### src/hdl/ipv4dap_pkg.sv
// Package with the character codes, the part limits and the radix type of the dotted address parser.
`timescale 1ns / 1ps
`default_nettype none

package ipv4dap_pkg;

  typedef enum logic [1:0] {
    RADIX_DEC = 2'd0,
    RADIX_OCT = 2'd1,
    RADIX_HEX = 2'd2
  } radix_e;

  localparam logic [7:0] CHAR_NUL    = 8'h00;
  localparam logic [7:0] CHAR_TAB    = 8'h09;
  localparam logic [7:0] CHAR_CR     = 8'h0d;
  localparam logic [7:0] CHAR_SPACE  = 8'h20;
  localparam logic [7:0] CHAR_DOT    = 8'h2e;
  localparam logic [7:0] CHAR_ZERO   = 8'h30;
  localparam logic [7:0] CHAR_NINE   = 8'h39;
  localparam logic [7:0] CHAR_UP_A   = 8'h41;
  localparam logic [7:0] CHAR_UP_F   = 8'h46;
  localparam logic [7:0] CHAR_UP_X   = 8'h58;
  localparam logic [7:0] CHAR_LO_A   = 8'h61;
  localparam logic [7:0] CHAR_LO_F   = 8'h66;
  localparam logic [7:0] CHAR_LO_X   = 8'h78;

  localparam logic [31:0] LIMIT_8    = 32'h0000_00ff;
  localparam logic [31:0] LIMIT_16   = 32'h0000_ffff;
  localparam logic [31:0] LIMIT_24   = 32'h00ff_ffff;

endpackage

`default_nettype wire

### src/hdl/ipv4_dotted_address_parser.sv
// Dotted IPv4 address parser: one character per beat, one result beat per string.
// A NUL beat is held in the input register, then its result beat is registered in the result register.
// Throughput: one character beat per cycle; the per-character shift-add and the part
// packing sit between the input register and the result register. A NUL beat stalls
// only while an earlier result beat is still held by the receiver's stall.
// Reset clears the parse state and both valid flags; the next string starts fresh.
`timescale 1ns / 1ps
`default_nettype none

module ipv4_dotted_address_parser (
  input  wire logic        clk_i,
  input  wire logic        rst_ni,
  input  wire logic        in_valid_i,
  output logic             in_stall_o,
  input  wire logic [7:0]  ch_i,
  output logic             out_valid_o,
  input  wire logic        out_stall_i,
  output logic [31:0]      address_o,
  output logic             bad_o
);
  import ipv4dap_pkg::*;

  typedef enum logic [1:0] {
    PH_START = 2'd0,
    PH_ZERO  = 2'd1,
    PH_DIGIT = 2'd2,
    PH_SKIP  = 2'd3
  } phase_e;

  logic        in_valid_q;
  logic [7:0]  ch_q;

  phase_e      phase_q, phase_d;
  radix_e      radix_q, radix_d;
  logic [31:0] accum_q, accum_d;
  logic [7:0]  part_q [3];
  logic [7:0]  part_d [3];
  logic [1:0]  count_q, count_d;
  logic        failed_q, failed_d;

  logic        out_valid_q, out_valid_d;
  logic [31:0] address_q, address_d;
  logic        bad_q, bad_d;

  logic        out_free;
  logic        is_nul;
  logic        step;
  logic        in_accept;

  logic        is_dec_digit;
  logic        is_hex_lower;
  logic        is_hex_upper;
  logic        is_digit;
  logic [3:0]  digit_val;
  logic [35:0] accum_wide;
  logic [35:0] scaled;
  logic [35:0] next_val;
  logic        is_space;

  assign out_free  = !out_valid_q || !out_stall_i;
  assign is_nul    = (ch_q == CHAR_NUL);
  // A NUL beat waits until the result register is free; other beats never wait.
  assign step      = in_valid_q && (!is_nul || out_free);
  assign in_stall_o = in_valid_q && !step;
  assign in_accept = in_valid_i && !in_stall_o;

  assign is_dec_digit = (ch_q >= CHAR_ZERO) && (ch_q <= CHAR_NINE);
  assign is_hex_lower = (radix_q == RADIX_HEX) && (ch_q >= CHAR_LO_A) && (ch_q <= CHAR_LO_F);
  assign is_hex_upper = (radix_q == RADIX_HEX) && (ch_q >= CHAR_UP_A) && (ch_q <= CHAR_UP_F);
  assign is_digit     = is_dec_digit || is_hex_lower || is_hex_upper;
  // The low nibble of a hex letter is one for 'a', so adding nine gives its value.
  assign digit_val    = is_dec_digit ? ch_q[3:0] : 4'(ch_q[3:0] + 4'd9);
  assign is_space     = (ch_q == CHAR_SPACE) || ((ch_q >= CHAR_TAB) && (ch_q <= CHAR_CR));

  assign accum_wide = {4'b0, accum_q};

  always_comb begin
    case (radix_q)
      RADIX_OCT: scaled = accum_wide << 3;
      RADIX_HEX: scaled = accum_wide << 4;
      default:   scaled = (accum_wide << 3) + (accum_wide << 1);
    endcase
    next_val = scaled + {32'b0, digit_val};
  end

  always_comb begin
    phase_d  = phase_q;
    radix_d  = radix_q;
    accum_d  = accum_q;
    part_d   = part_q;
    count_d  = count_q;
    failed_d = failed_q;
    address_d = address_q;
    bad_d     = bad_q;
    out_valid_d = out_valid_q && out_stall_i;

    if (step) begin
      if (is_nul) begin
        bad_d = failed_q;
        address_d = 32'b0;
        if (!failed_q) begin
          unique case (count_q)
            2'd0: address_d = accum_q;
            2'd1: begin
              if (accum_q > LIMIT_24) bad_d = 1'b1;
              else address_d = {part_q[0], accum_q[23:0]};
            end
            2'd2: begin
              if (accum_q > LIMIT_16) bad_d = 1'b1;
              else address_d = {part_q[0], part_q[1], accum_q[15:0]};
            end
            default: begin
              if (accum_q > LIMIT_8) bad_d = 1'b1;
              else address_d = {part_q[0], part_q[1], part_q[2], accum_q[7:0]};
            end
          endcase
        end
        out_valid_d = 1'b1;
        phase_d  = PH_START;
        radix_d  = RADIX_DEC;
        accum_d  = 32'b0;
        part_d   = '{default: 8'b0};
        count_d  = 2'd0;
        failed_d = 1'b0;
      end else if (!failed_q && phase_q != PH_SKIP) begin
        if (phase_q == PH_START && ch_q == CHAR_ZERO) begin
          radix_d = RADIX_OCT;
          phase_d = PH_ZERO;
        end else if (phase_q == PH_ZERO && (ch_q == CHAR_LO_X || ch_q == CHAR_UP_X)) begin
          radix_d = RADIX_HEX;
          phase_d = PH_DIGIT;
        end else if (is_digit) begin
          if (|next_val[35:32]) failed_d = 1'b1;
          else accum_d = next_val[31:0];
          phase_d = PH_DIGIT;
        end else if (ch_q == CHAR_DOT) begin
          if (count_q == 2'd3 || accum_q > LIMIT_8) begin
            failed_d = 1'b1;
          end else begin
            part_d[count_q] = accum_q[7:0];
            count_d = count_q + 2'd1;
            accum_d = 32'b0;
            radix_d = RADIX_DEC;
            phase_d = PH_START;
          end
        end else if (is_space) begin
          phase_d = PH_SKIP;
        end else begin
          failed_d = 1'b1;
        end
      end
    end
  end

  always_ff @(posedge clk_i or negedge rst_ni) begin
    if (!rst_ni) begin
      in_valid_q  <= 1'b0;
      phase_q     <= PH_START;
      radix_q     <= RADIX_DEC;
      accum_q     <= 32'b0;
      part_q      <= '{default: 8'b0};
      count_q     <= 2'd0;
      failed_q    <= 1'b0;
      out_valid_q <= 1'b0;
    end else begin
      if (in_accept) begin
        in_valid_q <= 1'b1;
      end else if (step) begin
        in_valid_q <= 1'b0;
      end
      phase_q     <= phase_d;
      radix_q     <= radix_d;
      accum_q     <= accum_d;
      part_q      <= part_d;
      count_q     <= count_d;
      failed_q    <= failed_d;
      out_valid_q <= out_valid_d;
    end
  end

  always_ff @(posedge clk_i) begin
    if (in_accept) begin
      ch_q <= ch_i;
    end
    address_q <= address_d;
    bad_q     <= bad_d;
  end

  assign out_valid_o = out_valid_q;
  assign address_o   = address_q;
  assign bad_o       = bad_q;

endmodule

`default_nettype wire
### config.mk
export PLATFORM = sky130hd
export DESIGN_NAME = ipv4_dotted_address_parser
export DESIGN_NICKNAME = d
export VERILOG_FILES = /design/src/hdl/ipv4dap_pkg.sv /design/src/hdl/ipv4_dotted_address_parser.sv
export SDC_FILE = /design/constraint.sdc
export NUM_CORES = 1
export LEC_CHECK = 0
export BUFFER_PORTS_ARGS = -buffer_cell sky130_fd_sc_hd__buf_2
export CORE_UTILIZATION = 50
export DETAILED_ROUTE_END_ITERATION = 10
export GPL_ROUTABILITY_DRIVEN = 0
export HOLD_SLACK_MARGIN = 0.02
export PLACE_DENSITY = 0.8
export SETUP_SLACK_MARGIN = 0.5
export SLEW_MARGIN = 20
export SYNTH_ARGS = -nofsm -noshare
export SYNTH_HDL_FRONTEND = slang
export SYNTH_SLANG_ARGS = --single-unit
### constraint.sdc
create_clock -name clk_i -period 5.45 [get_ports clk_i]
set_input_delay 1.09 -clock clk_i [delete_from_list [all_inputs] [get_ports clk_i]]
set_output_delay 1.09 -clock clk_i [all_outputs]
set_load 0.05 [all_outputs]
**Word-level counts from Yosys, hierarchy flattened**

Cells that the tools add are included.

- Output and inout port bits: 35
- Input port bits: 12
- Flip-flop bits (word level): 106

- Mux-type cells: 62
- Bitwise gates (word level): 1
- Magnitude comparators: 13
- Add/subtract/negate cells: 4
- Reduce and logical (&&, ||, !) cells: 43
- Eq/ne operators: 24

Operators with widths:

| operator | number |
|---|---|
| $mux W32 | 11 |
| $mux W24 | 7 |
| $pmux W32 S3 | 1 |
| $pmux W36 S2 | 1 |
| $mux W2 | 21 |
| $add A35 B33 Y36 | 1 |
| $add A36 B4 Y36 | 1 |
| $gt A32 B16 Y1 const B | 1 |
| $gt A32 B24 Y1 const B | 1 |
| $gt A32 B8 Y1 const B | 1 |
| $bwmux W24 | 1 |
| $eq A8 B6 Y1 const B | 3 |
| $reduce_and A7 Y1 | 3 |
| $demux W8 S2 | 1 |
| $eq A8 B7 Y1 const B | 2 |
| $ge A8 B7 Y1 const B | 2 |
| $le A8 B7 Y1 const B | 2 |
| $mux W1 | 16 |
| $logic_and A1 B1 Y1 | 14 |
| $ne A2 B2 Y1 const B | 5 |
| $ge A8 B4 Y1 const B | 1 |
| $ge A8 B6 Y1 const B | 1 |
| $le A8 B4 Y1 const B | 1 |
| $le A8 B6 Y1 const B | 1 |
| other kinds (28) | 48 |

**Longest topological paths before layout**

Gate-level depths: netlist of the first run.

- Word-level depth: 13
- Depth in mapped cells: 24
- Depth with buffers taken out: 20

**Worst setup path before layout of the first run**

No wires, ideal clock.

- Path type: flip-flop to flip-flop
- From: register radix_q[0]
- To: register accum_q[15]
- Required time: 5.371 ns
- Cell stages (with the launch flop): 25
- Arrival time: 5.388 ns
- Buffers on the path: 7
- Path slack: -0.017 ns
- Period minus slack after synthesis: 5.467 ns
- Setup time: 0.079 ns
- Path through: dfrtp_1 > inv_1 > ha_1 > clkbuf_1 > buf_2 > buf_1 > clkbuf_1 > clkbuf_1 > buf_1 > and2_1 > ha_1 > inv_1 > fa_1 > inv_1 > a21oi_1 > nor3_1 > nor3b_1 > nor2b_1 > nand3_1 > nor2_2 > and3_1 > a21oi_1 > nor4_4 > buf_6 > mux2i_1

- Word-level cells in the longest chain between the ends: 10
- Elaborated cells on any way between the ends: 21
- Classes of those cells: add/sub (1); eq/ne (4); mux (7); reduce/logical (9)

RTL lines:

| item | RTL line | RTL |
|---|---|---|
| start: declaration | ipv4_dotted_address_parser.sv:34 | `radix_e radix_q, radix_d;` |
| start signal: assignment | ipv4_dotted_address_parser.sv:172 | `radix_q <= radix_d;` |
| parallel branches: the longest is 10 deep, another holds $add A36 B4 Y36 | n/a |  |
| end signal: assignment | ipv4_dotted_address_parser.sv:173 | `accum_q <= accum_d;` |
| end: declaration | ipv4_dotted_address_parser.sv:35 | `logic [31:0] accum_q, accum_d;` |

Parallel ways; which one is timed is not known. The select of a mux whose other input is x is not followed.
A chain may end at the register's enable or synchronous reset.

**Final worst setup path of the first run**

- From: register ch_q[0]
- To: register accum_q[30]

- Word-level cells in the longest chain between the ends: 10
- Elaborated cells on any way between the ends: 41
- Classes of those cells: add/sub (2); order compare (6); eq/ne (8); mux (7); reduce/logical (18)

RTL lines:

| item | RTL line | RTL |
|---|---|---|
| start: declaration | ipv4_dotted_address_parser.sv:31 | `logic [7:0] ch_q;` |
| start signal: assignment | ipv4_dotted_address_parser.sv:183 | `ch_q <= ch_i;` |
| $ge A8 B6 Y1 (tied with other cells) | ipv4_dotted_address_parser.sv:67 | `assign is_dec_digit = (ch_q >= CHAR_ZERO) && (ch_q <= CHAR_NINE);` |
| $logic_and A1 B1 Y1 (on tied branches) | ipv4_dotted_address_parser.sv:67, ipv4_dotted_address_parser.sv:68 |  |
| $mux W4 or $logic_and A1 B1 Y1 (tied branches) | ipv4_dotted_address_parser.sv:72, ipv4_dotted_address_parser.sv:68 |  |
| $add A36 B4 Y36 or $logic_or A1 B1 Y1 (tied branches) | ipv4_dotted_address_parser.sv:83, ipv4_dotted_address_parser.sv:70 |  |
| $mux W32 or $logic_or A1 B1 Y1 (tied branches) | ipv4_dotted_address_parser.sv:133, ipv4_dotted_address_parser.sv:70 |  |
| $mux W32 | ipv4_dotted_address_parser.sv:132 | `end else if (is_digit) begin` |
| $mux W32 | ipv4_dotted_address_parser.sv:129 | `end else if (phase_q == PH_ZERO && (ch_q == CHAR_LO_X \|\| ch_q == CHAR_UP_X)) begin` |
| $mux W32 | ipv4_dotted_address_parser.sv:126 | `if (phase_q == PH_START && ch_q == CHAR_ZERO) begin` |
| $mux W32 | ipv4_dotted_address_parser.sv:125 | `end else if (!failed_q && phase_q != PH_SKIP) begin` |
| $mux W32 | ipv4_dotted_address_parser.sv:98 | `if (is_nul) begin` |

Parallel ways exist; a longest one is shown, timed or not. The select of a mux whose other input is x is not followed.

==> results of run 1 <==
cells in the mapped netlist, types with 6 or more instances:
library cell / n / area share, %
nand2_1: 96 / 4.5
nor2_1: 76 / 3.5
dfrtp_1: 65 / 20
a21oi_1: 52 / 3.2
ha_1: 43 / 6.7
edfxtp_1: 41 / 15
mux2i_1: 36 / 4.5
a22oi_1: 32 / 3.0
o21ai_0: 31 / 1.9
inv_1: 27 / 1.3
clkbuf_1: 26 / 1.2
a22o_1: 25 / 2.7
xnor2_1: 24 / 2.6
xor2_1: 24 / 2.6
and2_1: 21 / 1.6
a21o_1: 19 / 1.8
o21ai_1: 14 / 0.87
a221oi_1: 13 / 1.4
nand3_1: 13 / 0.81
nor3_1: 13 / 0.81
a221o_1: 11 / 1.4
buf_2: 11 / 0.68
a31oi_1: 9 / 0.70
nand4_1: 9 / 0.70
nor4_1: 9 / 0.70
and3_1: 8 / 0.62
nand2b_1: 7 / 0.54
buf_1: 6 / 0.28
nor2b_1: 6 / 0.47
or3_1: 6 / 0.47
worst max-delay path, stage by stage, from the launching register on:
cell and delay [ns]:
edfxtp_1 0.43, inv_1 0.15, ha_2 0.24, nor2_1 0.05, o21ai_0 0.12, and3_2 0.25, nand2b_1 0.16, xor2_2 0.20
inv_1 0.06, ha_1 0.27, a21o_1 0.13, a21oi_1 0.09, or3_1 0.40, nor4_4 0.40, nand3_4 0.17, nor2_4 0.20
and4b_1 0.22, xnor2_1 0.11, nor4_4 0.29, buf_4 0.19, buf_6 0.24, mux2i_1 0.22
placed cells by master, fill, tap and decap left out, types with 6 or more instances in the layout:
master,Yosys,routed
nand4_1,9,9
buf_2,11,46
nand3_1,13,11
dfrtp_1,65,65
and2_1,21,21
buf_4,0,13
a21oi_1,52,51
a31oi_1,9,9
a21o_1,19,19
a22o_1,25,25
xnor2_1,24,24
xor2_1,24,23
nor2b_1,6,6
edfxtp_1,41,41
nor2_1,76,76
o21ai_1,14,14
mux2i_1,36,36
a22oi_1,32,32
nand2_1,96,95
nand2b_1,7,7
a221o_1,11,11
inv_1,27,27
a221oi_1,13,13
nor3_1,13,13
nor4_1,9,9
clkbuf_16,0,10
or3_1,6,6
o21ai_0,31,31
and3_1,8,7
ha_1,43,41
cells by family (layout without fill, tap and decap cells):
logic type	count (synthesis)	count (layout)	synth area share, %
simple gates	300	300	18.93
flops	106	106	35.52
xor+xnor	48	48	5.225
buf+inv	73	106	3.857
compound gates	271	271	24.53
fa+ha+maj	45	45	7.185
mux	38	38	4.759
how the worst min path moves through the flow:
stage | startpoint | endpoint | slack (ns)
2_1_floorplan | part_q[10] | part_q[10] | 0.47
3_3_place_gp | part_q[13] | part_q[13] | 0.48
3_5_place_dp | part_q[19] | part_q[19] | 0.48
4_1_cts | part_q[15] | part_q[15] | 0.51
5_1_grt | part_q[23] | part_q[23] | 0.52
6_report | part_q[16] | part_q[16] | 0.51
power groups by stage:
stage          Clock [mW]  Sequential, mW  Combinational, mW
2_1_floorplan           0           0.879              0.150
3_3_place_gp            0           0.889              0.205
3_5_place_dp            0           0.890              0.210
4_1_cts             0.678           0.874              0.213
5_1_grt             0.707           0.878              0.242
6_report            0.677           0.876              0.220
sequential cells by signal (all words and copies together), names as in the netlist:
register and cells:
ch_q 8, failed_q 1, address_o 32, in_valid_q 1, out_valid_o 1, bad_o 1, radix_q 2, phase_q 2
count_q 2, part_q 24, accum_q 32
layer usage:
| metal | up-vias | GRT usage (%) |
|---|---|---|
| met5 | - | 0 |
| met4 | 0 | 12.18 |
| met3 | 79 | 6.570 |
| met2 | 382 | 43.69 |
| met1 | 3544 | 34.69 |
| li1 | 3364 | - |
stage by stage:
stage | total power, mW | area, sq um | setup slack (ns) | utilization, % | hold WS [ns]
floorplan | 1.029 | 8050 | 0.5328 | - | 0.4665
global placement | 1.094 | 8431 | 0.8764 | 53.46 | 0.4822
detailed placement | 1.100 | 8431 | 0.6125 | 53.46 | 0.4840
CTS | 1.765 | 8741 | 0.5744 | 55.43 | 0.5053
global route | 1.827 | 8884 | 0.4284 | 56.33 | 0.5222
finish | 1.773 | 8884 | 0.7536 | 56.33 | 0.5050
what timing repair did:
| item | 4_1_cts | 5_1_grt |
|---|---|---|
| buffers inserted | 0 | 5 |
| gates resized for setup | 0 | 10 |
| setup endpoints to repair | 0 | 33 |
final cells by class:
| cell class | instances | area share [%] |
|---|---|---|
| Multi-Input combinational cell | 702 | 55.62 |
| Sequential cell | 106 | 32.17 |
| Inverter | 27 | 1.141 |
| Tap cell | 216 | 3.042 |
| Clock buffer | 9 | 2.535 |
| Timing Repair Buffer | 63 | 4.535 |
| Clock inverter | 7 | 0.9577 |
==> run_results.csv, run 1 <==
group,metric,value,unit
layout,fillers,1352,
routing,drt_pre_antenna_iters,5,
power,power_frac_comb,12.4,%
layout,regArea,2858,sq um
global_routing,grt.total_usage,27.15,%
routing,drc,0,
worst_setup_path,worstSetupEndpointType,"flip-flop",
routing,routedWlPerCell,19.76,um
timing,worstMarginPinSlew,0.8765,ns
clocking,cts.htree.levels,3,
worst_hold_path,hold_path.class,"reg -> reg",
logic_synthesis,ys_seq_area_share,35.52,%
power,pwr-share-clk,38.2,%
clocking,cts_tree,"yes",
routing,met2_length,10550,um
layout,num_antenna_cells,0,
floorplanning,std_cell_rows,46,
timing,tns,0,ns
routing,drt_wl_total,22330,um
clocking,cts_buffers,9,
power,seqPwrFrac,49.4,%
job,maxCapViolations,0,
layout,multi_input_area,4941,sq um
floorplanning,start_util,51.02,%
worst_setup_path,start_kind,"flip-flop",
routing,dr_wl_met3,1964,um
timing,finalClockSkew,0.01501,ns
placed_design,port_buffers,46,
timing,slew_headroom,41.57,%
power,switchingPower,0.4857,mW
timing,rsz0062_at_grt,"no",
layout,final_nets,966,
logic_synthesis,synth_async_sr_flop_share,61.32,%
routing,vias,7369,
logic_synthesis,synth_edf_count,41,
clocking,clk_pin_slew,0.07,ns
timing,timing.final.crit_share,86.17,%
floorplanning,pin_count,47,
worst_setup_path,cp.arrival,4.98,ns
routing,wl_met1,9053,um
global_routing,grt_first_pass_wirelength,34850,um
timing,fmax,212.9,MHz
routing,ant_nets,0,
clocking,clock_path_buffers,2,
worst_hold_path,min_path_cells,1,
logic_synthesis,yosys_register_bits,106,
placed_design,hpwl,15440,um
placed_design,dp_cells,1106,
routing,topRoutingLayerUsed,"met4",
layout,layout.cells.non_filler,1130,
clocking,cts_root_buf,"clkbuf_16",
clocking,clk_latency,0.36,ns
worst_setup_path,ff2ff_setup_slack,0.75,ns
run_status,status,"completed",
worst_setup_path,endpoint,"accum_q[30]",
logic_synthesis,ys_warn_count,0,
logic_synthesis,ys_types,83,
logic_synthesis,syn-cell-area,8045,sq um
timing,drv_slew,0,
worst_setup_path,critPathLaunch,"ch_q[0]",
logic_synthesis,synthFlopType,"dfrtp_1",
worst_setup_path,path_class,"reg -> reg",
timing,hold_violations,0,
global_routing,antenna_found_initial,0,
layout,drive_gt1_share,13.35,%
logic_synthesis,avgSynthCellArea,9.132,sq um
clocking,cts.sinks,106,
clocking,hold_buffers,0,
global_routing,grt_overflow,0,
floorplanning,die_w,128.9,um
routing,first_iter_violations,704,
worst_setup_path,cp.required,5.73,ns
power,power.density,199.5,nW/um^2
global_routing,grt_pass1_vias,6843,
power,leakagePower,3.479,nW
floorplanning,core_area,15770,sq um
global_routing,grt_max_degree,66,
worst_setup_path,timing.rr.end,"accum_q[30]",
floorplanning,die_h,128.9,um
power,p_int,1.287,mW
timing,post-route-min-period,4.696,ns
worst_setup_path,critical_path.max_fanout,16,
logic_synthesis,syn_inst,881,
floorplanning,die_area,16600,sq um
layout,syn2layout_area_growth,10.42,%
worst_setup_path,worstReg2RegStart,"ch_q[0]",
routing,vias_per_cell,6.521,
power,ir_drop,0.2112,mV
worst_setup_path,r2r_cells,21,
timing,finalSetupViolations,0,
logic_synthesis,synthesis.nets,938,
power,switching_share,27.40,%
Power figures use the tool's default switching activity.
==> run 2: changes to the inputs <==
Settings changed: ABC_AREA from default to 1, CAP_MARGIN from default to 20.
==> run 2 against run 1 <==
Against the previous run: wire length grew 8.1%; non-clock buffer count fell by 12; via count increased by 25%; synthesized cell count grew 57%; total power fell by 5.8%; global-route usage fell by 0.14 points; setup slack better by 0.24 ns; sequential cell count did not move; register-to-register slack better by 0.24 ns; design area is 9.8% higher; sequential share of layout area fell by 2.9 points.
==> run_results.csv, run 2 <==
group,metric,value,unit
logic_synthesis,ys_warn_count,0,
floorplanning,die_h,136.5,um
clocking,clock_path_buffers,2,
worst_hold_path,hold_path.class,"reg -> reg",
routing,drt_wl_total,24140,um
worst_setup_path,cp.required,5.66,ns
layout,drive_gt1_share,9.584,%
clocking,cts_buffers,9,
layout,fillers,1667,
timing,rsz0062_at_grt,"no",
floorplanning,pin_count,47,
logic_synthesis,synth.most_common_cell,"nand2_1",
routing,drt_pre_antenna_iters,6,
worst_setup_path,slowest_delay,0.44,ns
worst_setup_path,start_kind,"flip-flop",
logic_synthesis,syn_inst,1381,
timing,finalClockSkew,0.008374,ns
logic_synthesis,synthFlopType,"dfrtp_1",
logic_synthesis,yosysTopAreaCellShare,18.46,%
clocking,clk_pin_slew,0.07,ns
power,power.density,171.1,nW/um^2
worst_setup_path,timing.critical_path.buf_inv,3,
layout,syn2layout_area_growth,7.815,%
floorplanning,die_w,136.5,um
clocking,cts_resized,0,
logic_synthesis,yosysTopAreaCell,"nand2_1",
worst_setup_path,slowest_stage,"edfxtp_1",
routing,routedWlPerCell,14.68,um
routing,drc,0,
clocking,hold_buffers,0,
floorplanning,start_util,51.76,%
timing,timing.final.crit_share,81.76,%
timing,worstMarginPinSlew,0.9237,ns
job,maxCapViolations,0,
clocking,cts_setup_buffers,0,
layout,final_cell_mix,"445 x nand2_1, 226 x inv_1, 137 x nand3_1",
timing,slew_headroom,38.27,%
global_routing,grt_pass1_vias,8453,
floorplanning,std_cell_rows,48,
clocking,cts.sinks,106,
layout,final_nets,1471,
logic_synthesis,yosys-top-cells-area,"nand2_1 18%, dfrtp_1 18%, edfxtp_1 14%",
global_routing,antenna_found_initial,0,
timing,fmax,224.4,MHz
worst_setup_path,cpMostUsedCell,"nand2_1",
layout,post-route-util,55.81,%
timing,hold_violations,0,
worst_setup_path,worstSetupEndpointType,"flip-flop",
logic_synthesis,synth_edf_count,41,
floorplanning,die_area,18630,sq um
logic_synthesis,synth_async_sr_flop_share,61.32,%
clocking,cts_root_buf,"clkbuf_16",
logic_synthesis,ys_seq_area_share,31.59,%
clocking,clk_latency,0.35,ns
clocking,cts_tree,"yes",
clocking,cts.htree.levels,3,
layout,final_common_cell,"nand2_1",
logic_synthesis,yosys_register_bits,106,
worst_setup_path,critical_path.max_fanout,57,
timing,tns,0,ns
global_routing,grt_max_degree,66,
logic_synthesis,avgSynthCellArea,6.550,sq um
logic_synthesis,ys_top_cells_by_count,"445 x nand2_1, 226 x inv_1, 137 x nand3_1",
layout,num_antenna_cells,0,
power,ir_drop,0.2123,mV
routing,vias_per_cell,5.583,
placed_design,hpwl,18840,um
routing,vias,9178,
timing,finalSetupViolations,0,
routing,ant_nets,0,
timing,drv_slew,0,
timing,post-route-min-period,4.456,ns
floorplanning,core_area,17480,sq um
run_status,status,"completed",
logic_synthesis,synthesis.nets,1438,
worst_setup_path,cp_top_family,"simple AND/OR/NAND/NOR gates",
global_routing,grt_first_pass_wirelength,39810,um
global_routing,grt.total_usage,27.01,%
power,leakagePower,4.664,nW
routing,first_iter_violations,944,
worst_setup_path,cp.arrival,4.67,ns
worst_setup_path,path_class,"reg -> reg",
placed_design,port_buffers,46,
logic_synthesis,syn-cell-area,9046,sq um
global_routing,grt_overflow,0,
logic_synthesis,ys_types,46,
-- run 2: where the power goes --
group | switching, mW | internal, mW | total, mW | leakage (nW)
clock network | 0.282 | 0.402 | 0.684 | 0.152
logic | 0.0869 | 0.0382 | 0.125 | 3.24
registers | 0.0219 | 0.838 | 0.860 | 1.28
-- run 2: worst reg2reg max path: stages, from the launching register on --
cell and delay, ns:
edfxtp_1 0.44, inv_1 0.09, ha_1 0.28, a21oi_1 0.16
o21ai_0 0.10, nand2_1 0.17, nand2_1 0.09, xor2_1 0.19
inv_1 0.09, fa_1 0.41, inv_1 0.09, a21oi_1 0.06
nor2_1 0.22, nand4_1 0.16, nor2_1 0.23, nand3_2 0.18
nor2_4 0.17, nand3_1 0.09, nand2_1 0.07, nand2_1 0.06
nor2_2 0.14, nand2_2 0.07, nand2_2 0.11, nand2_4 0.35
nand2_1 0.21, o21ai_1 0.08
-- run 2: kinds of logic after synthesis --
logic type	synth area share (%)
and+or+nand+nor	38.29
buffers and inverters	11.58
DFF	31.59
xor gates and xnor gates	0.5809
AOI/OAI and AO/OA	11.58
adders and majority gates	6.390
-- run 2: per-stage QoR --
stage          setup WS, ns  instances  hold slack (ns)  power, mW  area [sq um]
2_1_floorplan         1.522       1381           0.4534     0.9546          9046
3_3_place_gp          1.009       1628           0.4658     0.9934          9438
3_5_place_dp         0.7336       1628           0.4731     0.9980          9438
4_1_cts              0.7320       1644           0.4897      1.666          9748
5_1_grt              0.5760       1644           0.5028      1.719          9753
6_report             0.9943       1644           0.4887      1.669          9753
-- run 2: worst paths after layout --
check	slack, ns	startpoint	end	cells after the start
worst max-delay path	0.99	ch_q[0]	accum_q[3]	25
worst min-delay path	0.49	part_q[23]	part_q[23]	2
worst max register to register	0.99	ch_q[0]	accum_q[3]	25
worst min register to register	0.49	part_q[23]	part_q[23]	2
max in group asynchronous	3.97	rst_ni	part_q[0]	2
min in group asynchronous	0.93	rst_ni	accum_q[29]	2
-- run 2: cell type report --
class,instances,area (sq um),area share [%]
timing repair buffer,51,267.8,2.745
clock buffer,11,232.7,2.386
sequential,106,2858,29.30
clock inverter,5,77.57,0.7954
multi-input combinational,1009,5146,52.76
tap,225,281.5,2.886
inverter,237,889.6,9.121
-- run 2: routing by layer --
metal | GRT usage, % | vias up | routed length [um]
met4 | 11.11 | 0 | 964
met5 | 0 | - | 0
met3 | 3.741 | 72 | 1619
met2 | 44.56 | 360 | 11200
met1 | 35.44 | 4187 | 10350
li1 | - | 4559 | -
